$ cat src/rtl/p6a_pkg.sv
// shared types and constants for the 6-bit posit (es = 0) adder
// no dependencies; imported by the decoder, the datapath and the top level
package p6a_pkg;

    localparam int WORD_BITS = 6;

    // special bit patterns
    localparam logic [WORD_BITS-1:0] NAR_PATTERN = 6'b100000;
    localparam logic [WORD_BITS-1:0] ZERO_PATTERN = 6'b000000;
    localparam logic [WORD_BITS-2:0] MAXPOS = 5'b11111;
    localparam logic [WORD_BITS-2:0] MINPOS = 5'b00001;

    // one decoded operand: value is (8 + frac) / 8 * 2^scale
    typedef struct packed {
        logic              sign;
        logic [4:0]        mag;
        logic signed [3:0] scale;
        logic [2:0]        frac;
    } p6a_dec_t;

endpackage

$ cat src/rtl/p6a_decode.sv
// posit operand decoder: sign, magnitude, regime scale, left-aligned fraction
// depends on p6a_pkg
module p6a_decode
    import p6a_pkg::*;
(
    input  logic [WORD_BITS-1:0] posit,
    output p6a_dec_t             dec
);

    logic [WORD_BITS-1:0] mag_full;
    logic                 regime_bit;
    logic [3:0]           run_diff;
    logic [2:0]           run_len;
    logic signed [3:0]    run_s;
    logic [2:0]           frac_bits;

    // two's complement magnitude for negative patterns
    assign mag_full = posit[WORD_BITS-1] ? (ZERO_PATTERN - posit) : posit;
    assign regime_bit = mag_full[4];
    assign run_diff = mag_full[3:0] ^ {4{regime_bit}};

    // regime run length, the top bit always belongs to the run
    always_comb
    begin
        if (run_diff[3])
        begin
            run_len = 3'd1;
        end
        else if (run_diff[2])
        begin
            run_len = 3'd2;
        end
        else if (run_diff[1])
        begin
            run_len = 3'd3;
        end
        else if (run_diff[0])
        begin
            run_len = 3'd4;
        end
        else
        begin
            run_len = 3'd5;
        end
    end

    assign run_s = {1'b0, run_len};

    // fraction bits after the terminator, aligned to the top
    always_comb
    begin
        case (run_len)
            3'd1:    frac_bits = mag_full[2:0];
            3'd2:    frac_bits = {mag_full[1:0], 1'b0};
            3'd3:    frac_bits = {mag_full[0], 2'b00};
            default: frac_bits = 3'b000;
        endcase
    end

    assign dec.sign  = posit[WORD_BITS-1];
    assign dec.mag   = mag_full[4:0];
    assign dec.scale = regime_bit ? (run_s - 4'sd1) : (-run_s);
    assign dec.frac  = frac_bits;

endmodule

$ cat src/rtl/p6a_core.sv
// combinational add path: align, add or subtract, normalize, encode, negate
// depends on p6a_pkg and p6a_decode
module p6a_core
    import p6a_pkg::*;
(
    input  logic [WORD_BITS-1:0] operand_a,
    input  logic [WORD_BITS-1:0] operand_b,
    output logic [WORD_BITS-1:0] sum_posit
);

    p6a_dec_t          dec_a;
    p6a_dec_t          dec_b;
    logic              opposite;
    logic              a_larger;
    logic signed [4:0] kl_ext;
    logic signed [4:0] ks_ext;
    logic signed [4:0] scale_diff;
    logic [3:0]        sig_l;
    logic [3:0]        sig_s;
    logic [3:0]        sig_s_aligned;
    logic              neg;
    logic [4:0]        raw_sum;
    logic [3:0]        norm_sig;
    logic signed [4:0] norm_scale;
    logic [4:0]        enc_mag;
    logic [WORD_BITS-1:0] enc_word;

    p6a_decode u_dec_a
    (
        .posit (operand_a),
        .dec   (dec_a)
    );

    p6a_decode u_dec_b
    (
        .posit (operand_b),
        .dec   (dec_b)
    );

    // pick the larger magnitude, ties go to operand b
    assign opposite = dec_a.sign ^ dec_b.sign;
    assign a_larger = dec_a.mag > dec_b.mag;
    assign kl_ext   = a_larger ? {dec_a.scale[3], dec_a.scale} : {dec_b.scale[3], dec_b.scale};
    assign ks_ext   = a_larger ? {dec_b.scale[3], dec_b.scale} : {dec_a.scale[3], dec_a.scale};
    assign sig_l    = {1'b1, (a_larger ? dec_a.frac : dec_b.frac)};
    assign sig_s    = {1'b1, (a_larger ? dec_b.frac : dec_a.frac)};
    assign neg      = a_larger ? dec_a.sign : dec_b.sign;

    // align the smaller significand, shifted-out bits are dropped
    assign scale_diff = kl_ext - ks_ext;

    always_comb
    begin
        if (scale_diff < 5'sd0)
        begin
            sig_s_aligned = sig_s;
        end
        else if (scale_diff >= 5'sd4)
        begin
            sig_s_aligned = 4'd0;
        end
        else
        begin
            sig_s_aligned = sig_s >> scale_diff[1:0];
        end
    end

    assign raw_sum = opposite ? ({1'b0, sig_l} - {1'b0, sig_s_aligned})
                              : ({1'b0, sig_l} + {1'b0, sig_s_aligned});

    // normalize to a leading one in bit 3
    always_comb
    begin
        if (raw_sum[4])
        begin
            norm_sig   = raw_sum[4:1];
            norm_scale = kl_ext + 5'sd1;
        end
        else if (raw_sum[3])
        begin
            norm_sig   = raw_sum[3:0];
            norm_scale = kl_ext;
        end
        else if (raw_sum[2])
        begin
            norm_sig   = {raw_sum[2:0], 1'b0};
            norm_scale = kl_ext - 5'sd1;
        end
        else if (raw_sum[1])
        begin
            norm_sig   = {raw_sum[1:0], 2'b00};
            norm_scale = kl_ext - 5'sd2;
        end
        else if (raw_sum[0])
        begin
            norm_sig   = {raw_sum[0], 3'b000};
            norm_scale = kl_ext - 5'sd3;
        end
        else
        begin
            norm_sig   = 4'd0;
            norm_scale = kl_ext;
        end
    end

    // regime encode with truncated fraction, saturating at both ends
    always_comb
    begin
        case (norm_scale)
            5'sd4:   enc_mag = MAXPOS;
            5'sd3:   enc_mag = 5'b11110;
            5'sd2:   enc_mag = {4'b1110, norm_sig[2]};
            5'sd1:   enc_mag = {3'b110, norm_sig[2:1]};
            5'sd0:   enc_mag = {2'b10, norm_sig[2:0]};
            -5'sd1:  enc_mag = {2'b01, norm_sig[2:0]};
            -5'sd2:  enc_mag = {3'b001, norm_sig[2:1]};
            -5'sd3:  enc_mag = {4'b0001, norm_sig[2]};
            -5'sd4:  enc_mag = MINPOS;
            default: enc_mag = norm_scale[4] ? MINPOS : MAXPOS;
        endcase
    end

    assign enc_word = neg ? (ZERO_PATTERN - {1'b0, enc_mag}) : {1'b0, enc_mag};

    // special cases ahead of the arithmetic result
    always_comb
    begin
        if (operand_a == NAR_PATTERN || operand_b == NAR_PATTERN)
        begin
            sum_posit = NAR_PATTERN;
        end
        else if (operand_a == ZERO_PATTERN)
        begin
            sum_posit = operand_b;
        end
        else if (operand_b == ZERO_PATTERN)
        begin
            sum_posit = operand_a;
        end
        else if (opposite && dec_a.mag == dec_b.mag)
        begin
            sum_posit = ZERO_PATTERN;
        end
        else
        begin
            sum_posit = enc_word;
        end
    end

endmodule

$ cat src/rtl/posit6_es0_adder.sv
// top level of the 6-bit posit (es = 0) adder: operand register, add path, result register
// depends on p6a_pkg and p6a_core
//
//  channel  | signals                          | direction
//  ---------+----------------------------------+----------
//  request  | in_valid, in_stall, operand_a/b  | in
//  result   | out_valid, out_stall, sum_posit  | out
//
// one request per cycle sustained while out_stall is low
// the operand register feeds the combinational add path into the result register
// rst_n clears both valid flags asynchronously; payload registers are not reset
// a stalled result holds, and a new request is still taken while the operand
// register is empty or moving forward
module posit6_es0_adder
    import p6a_pkg::*;
(
    input  logic                 clk,
    input  logic                 rst_n,
    input  logic                 in_valid,
    output logic                 in_stall,
    input  logic [WORD_BITS-1:0] operand_a,
    input  logic [WORD_BITS-1:0] operand_b,
    output logic                 out_valid,
    input  logic                 out_stall,
    output logic [WORD_BITS-1:0] sum_posit
);

    logic                 s1_valid_reg;
    logic                 s1_valid_next;
    logic [WORD_BITS-1:0] a_reg;
    logic [WORD_BITS-1:0] a_next;
    logic [WORD_BITS-1:0] b_reg;
    logic [WORD_BITS-1:0] b_next;
    logic                 out_valid_reg;
    logic                 out_valid_next;
    logic [WORD_BITS-1:0] sum_reg;
    logic [WORD_BITS-1:0] sum_next;
    logic [WORD_BITS-1:0] core_sum;
    logic                 out_load;
    logic                 in_take;

    // handshake control
    assign out_load = !out_valid_reg || !out_stall;
    assign in_stall = s1_valid_reg && !out_load;
    assign in_take  = in_valid && !in_stall;

    p6a_core u_core
    (
        .operand_a (a_reg),
        .operand_b (b_reg),
        .sum_posit (core_sum)
    );

    // next values for both stages
    always_comb
    begin
        s1_valid_next  = s1_valid_reg;
        a_next         = a_reg;
        b_next         = b_reg;
        out_valid_next = out_valid_reg;
        sum_next       = sum_reg;
        if (in_take)
        begin
            s1_valid_next = 1'b1;
            a_next        = operand_a;
            b_next        = operand_b;
        end
        else if (out_load)
        begin
            s1_valid_next = 1'b0;
        end
        if (out_load)
        begin
            out_valid_next = s1_valid_reg;
            if (s1_valid_reg)
            begin
                sum_next = core_sum;
            end
        end
    end

    // valid flags
    always_ff @(posedge clk or negedge rst_n)
    begin
        if (!rst_n)
        begin
            s1_valid_reg  <= 1'b0;
            out_valid_reg <= 1'b0;
        end
        else
        begin
            s1_valid_reg  <= s1_valid_next;
            out_valid_reg <= out_valid_next;
        end
    end

    // payload registers
    always_ff @(posedge clk)
    begin
        a_reg   <= a_next;
        b_reg   <= b_next;
        sum_reg <= sum_next;
    end

    assign out_valid = out_valid_reg;
    assign sum_posit = sum_reg;

endmodule
$ cat config.mk
export PLATFORM = sky130hd
export DESIGN_NAME = posit6_es0_adder
export DESIGN_NICKNAME = d
export VERILOG_FILES = /design/src/rtl/p6a_pkg.sv /design/src/rtl/p6a_decode.sv /design/src/rtl/p6a_core.sv /design/src/rtl/posit6_es0_adder.sv
export SDC_FILE = /design/constraint.sdc
export NUM_CORES = 1
export LEC_CHECK = 0
export BUFFER_PORTS_ARGS = -buffer_cell sky130_fd_sc_hd__buf_2
export CORE_UTILIZATION = 30
export CTS_BUF_LIST = sky130_fd_sc_hd__clkbuf_2
export DETAILED_ROUTE_END_ITERATION = 7
export GPL_TIMING_DRIVEN = 0
export PLACE_DENSITY = 0.45
export SYNTH_ARGS = -nofsm -noshare
export SYNTH_HDL_FRONTEND = slang
export SYNTH_SLANG_ARGS = --single-unit
$ cat constraint.sdc
create_clock -name clk -period 10.1 [get_ports clk]
set_input_delay 2.02 -clock clk [delete_from_list [all_inputs] [get_ports clk]]
set_output_delay 2.02 -clock clk [all_outputs]
set_load 0.05 [all_outputs]
==> results.sh <==
export IMPL_synthDistinctLibCells=86
export IMPL_finalNetCount=529
export IMPL_overflow=0
export IMPL_hp_class="flop to flop"
export IMPL_wl_um=9806
export IMPL_crit_path_end_kind="flop"
export IMPL_die_w_um=109.4
export IMPL_seq_area_frac_synth=0.1705
export IMPL_fmax_mhz=104.3
export IMPL_finClkSkew_ns=0.02563
export IMPL_cts_htree_levels=1
export IMPL_worst_setup_path_start_kind="flop"
export IMPL_yosys_register_bits=20
export IMPL_wl_per_cell_um=15.74
export IMPL_slew_headroom=0.4123
export IMPL_globalplace_congestion=0.8060
export IMPL_async_flop_share=0.1000
export IMPL_max_stage_delay_ns=0.52
export IMPL_cts_hold_buf=0
export IMPL_core_um2=11030
export IMPL_yosysWarnings=0
export IMPL_die_area_um2=11980
export IMPL_tightest_slew_ns=0.8737
export IMPL_grt_start_max_net_pins=13
export IMPL_finalCriticalPeriod_ns=9.586
export IMPL_netlist_area_um2=3463
export IMPL_crit_type="flop to flop"
export IMPL_antenna_found_initial=0
export IMPL_ant_nets=0
export IMPL_crit_family="compound AO/OA/AOI/OAI gates"
export IMPL_gr_usage_met3=0.007706
export IMPL_layout_drive_gt1_share=0.2298
export IMPL_grt_use_total=0.1678
export IMPL_vias=3482
export IMPL_cp_required_ns=10.17
export IMPL_grt_use_met2=0.2889
export IMPL_grt_busiest_layer="met2"
export IMPL_cap_violations=0
export IMPL_synth_flop_cell="edfxtp_1"
export IMPL_route_detailed_drc=0
export IMPL_antenna_cells=0
export IMPL_status="finished clean"
export IMPL_root_buffer="clkbuf_2"
export IMPL_start_util=0.3140
export IMPL_slowest_stage="mux4_2"
export IMPL_synth_edf_count=18
export IMPL_clockBufferDepth=2
export IMPL_clk_latency_ns=0.31
export IMPL_cp_max_fo=8
export IMPL_grt_pass1_vias=3106
export IMPL_cts_buffers=3
export IMPL_die_height_um=109.4
export IMPL_critPathMostFrequentCell="ha_1"
export IMPL_use_met1=0.2386
export IMPL_io_pins=24
export IMPL_hold_ws_ns=0.5062
export IMPL_setup_viol=0
export IMPL_synthCells=447
export IMPL_syn_mean_instance_area_um2=7.748
export IMPL_timing_hold_violations_final=0
export IMPL_clkTransAtPathRegs_ns=0.20
export IMPL_portBuffers=23
export IMPL_cts_tree="yes"
export IMPL_grt_pass1_wl_um=15990
export IMPL_maxSlewViolCount=0
export IMPL_fin_crit_sh=0.9491
export IMPL_syn_nets=492
export IMPL_dr_first_iter_drc_count=224
export IMPL_synthToLayoutAreaGrowth_pct=17.27
export IMPL_dp_cells=610
export IMPL_post_layout_nonfiller_instances=623
export IMPL_hpwl_um=7862
export IMPL_path_buf_inv=6
export IMPL_vias_per_cell=5.589
export IMPL_cp_arrival_ns=9.66
export IMPL_stdcell_area_um2=4061
export IMPL_num_rows=38
export IMPL_first_pass_iters=5
export IMPL_clock_sinks=20
export IMPL_place_area_um2=3754
==> cell type report <==
class / count / area [um2]
Multi-Input combinational cell: 386 / 2884
Sequential cell: 20 / 590.6
Inverter: 31 / 118.9
Timing Repair Buffer: 33 / 190.2
Clock buffer: 3 / 15.01
Fill cell: 1198 / 6969
Clock inverter: 1 / 30.03
Buffer: 9 / 57.56
Tap cell: 140 / 175.2
==> layer usage <==
metal / routed length (um) / share of wire
met1: 4947 / 0.50
met2: 4709 / 0.48
met3: 132 / 0.013
met4: 17 / 0.0017
met5: 0 / 0
==> path summary, 6_finish.rpt <==
kind	start	end	slack, ns	cells after the start
min in group asynchronous	rst_n	out_valid	1.44	1
worst max-delay path	a_reg[0]	sum_posit[1]	0.51	40
worst max register to register	a_reg[0]	sum_posit[1]	0.51	40
worst min-delay path	s1_valid_reg	out_valid	0.51	1
worst min register to register	s1_valid_reg	out_valid	0.51	1
max in group asynchronous	rst_n	s1_valid_reg	8.57	1
==> placed cells by master (no fill, tap or decap), drive strengths merged, types with 3 or more instances in the layout <==
cell / instances
nand2b: 10
a311oi: 3
a221oi: 5
a21oi: 37
and2b: 3
buf: 37
xnor2: 13
inv: 31
nand2: 46
mux2i: 4
a21boi: 3
o31ai: 6
clkbuf: 8
xor2: 6
nor2: 46
a21o: 8
o211ai: 13
or4: 3
a31oi: 9
or3: 5
o211a: 5
and2: 9
a32oi: 4
edfxtp: 18
nor3: 10
o21ai: 23
nand3: 13
o22ai: 8
mux2: 3
a211oi: 10
a22oi: 4
nand4: 5
ha: 27
and3: 4
==> synthesized netlist by cell type, types with 4 or more instances <==
master,n,area share
a211oi_1,9,0.020
a21o_1,7,0.015
a21oi_1,36,0.052
a221oi_1,4,0.010
a22oi_1,4,0.0087
a31oi_1,8,0.014
a32oi_1,4,0.010
and2_1,8,0.014
and3_1,4,0.0072
edfxtp_1,18,0.16
ha_1,27,0.098
inv_1,26,0.028
inv_2,4,0.0043
mux2i_1,4,0.012
nand2_1,46,0.050
nand2b_1,9,0.016
nand3_1,13,0.019
nand4_1,4,0.0072
nor2_1,46,0.050
nor3_1,9,0.013
o211ai_1,13,0.028
o21ai_0,17,0.025
o21ai_1,5,0.0072
o22ai_1,8,0.014
o31ai_2,4,0.014
or3_1,4,0.0072
xnor2_1,10,0.025
xor2_1,5,0.013
==> through the flow <==
step / setup TNS [ns] / utilization / setup WS, ns
final: 0 / 0.3682 / 0.5139
after global routing: -0.007604 / 0.3682 / -0.007604
after CTS: 0 / 0.3552 / 0.02311
after detailed placement: -6.831 / 0.3403 / -1.603
after global placement: -6.539 / 0.3403 / -1.570
after floorplan: 0 / - / 0.5763
==> cell families after synthesis <==
family          count (synthesis)  synth area share
simple gates                  168            0.2471
mux                             8           0.02890
fa+ha+maj                      29            0.1091
xor+xnor                       19           0.05997
flops                          20            0.1705
buf+inv                        41           0.04841
compound gates                162            0.3360
==> what timing repair did <==
item | in CTS | in global routing
setup buffers | 3 | 7
endpoints found under the setup margin | 5 | 5
resized for setup | 16 | 30
pin swaps | 2 | 5
Power is left out: the tool's default activity adds up to more than one toggle a clock period on the data nets, which glitch-free logic cannot reach.
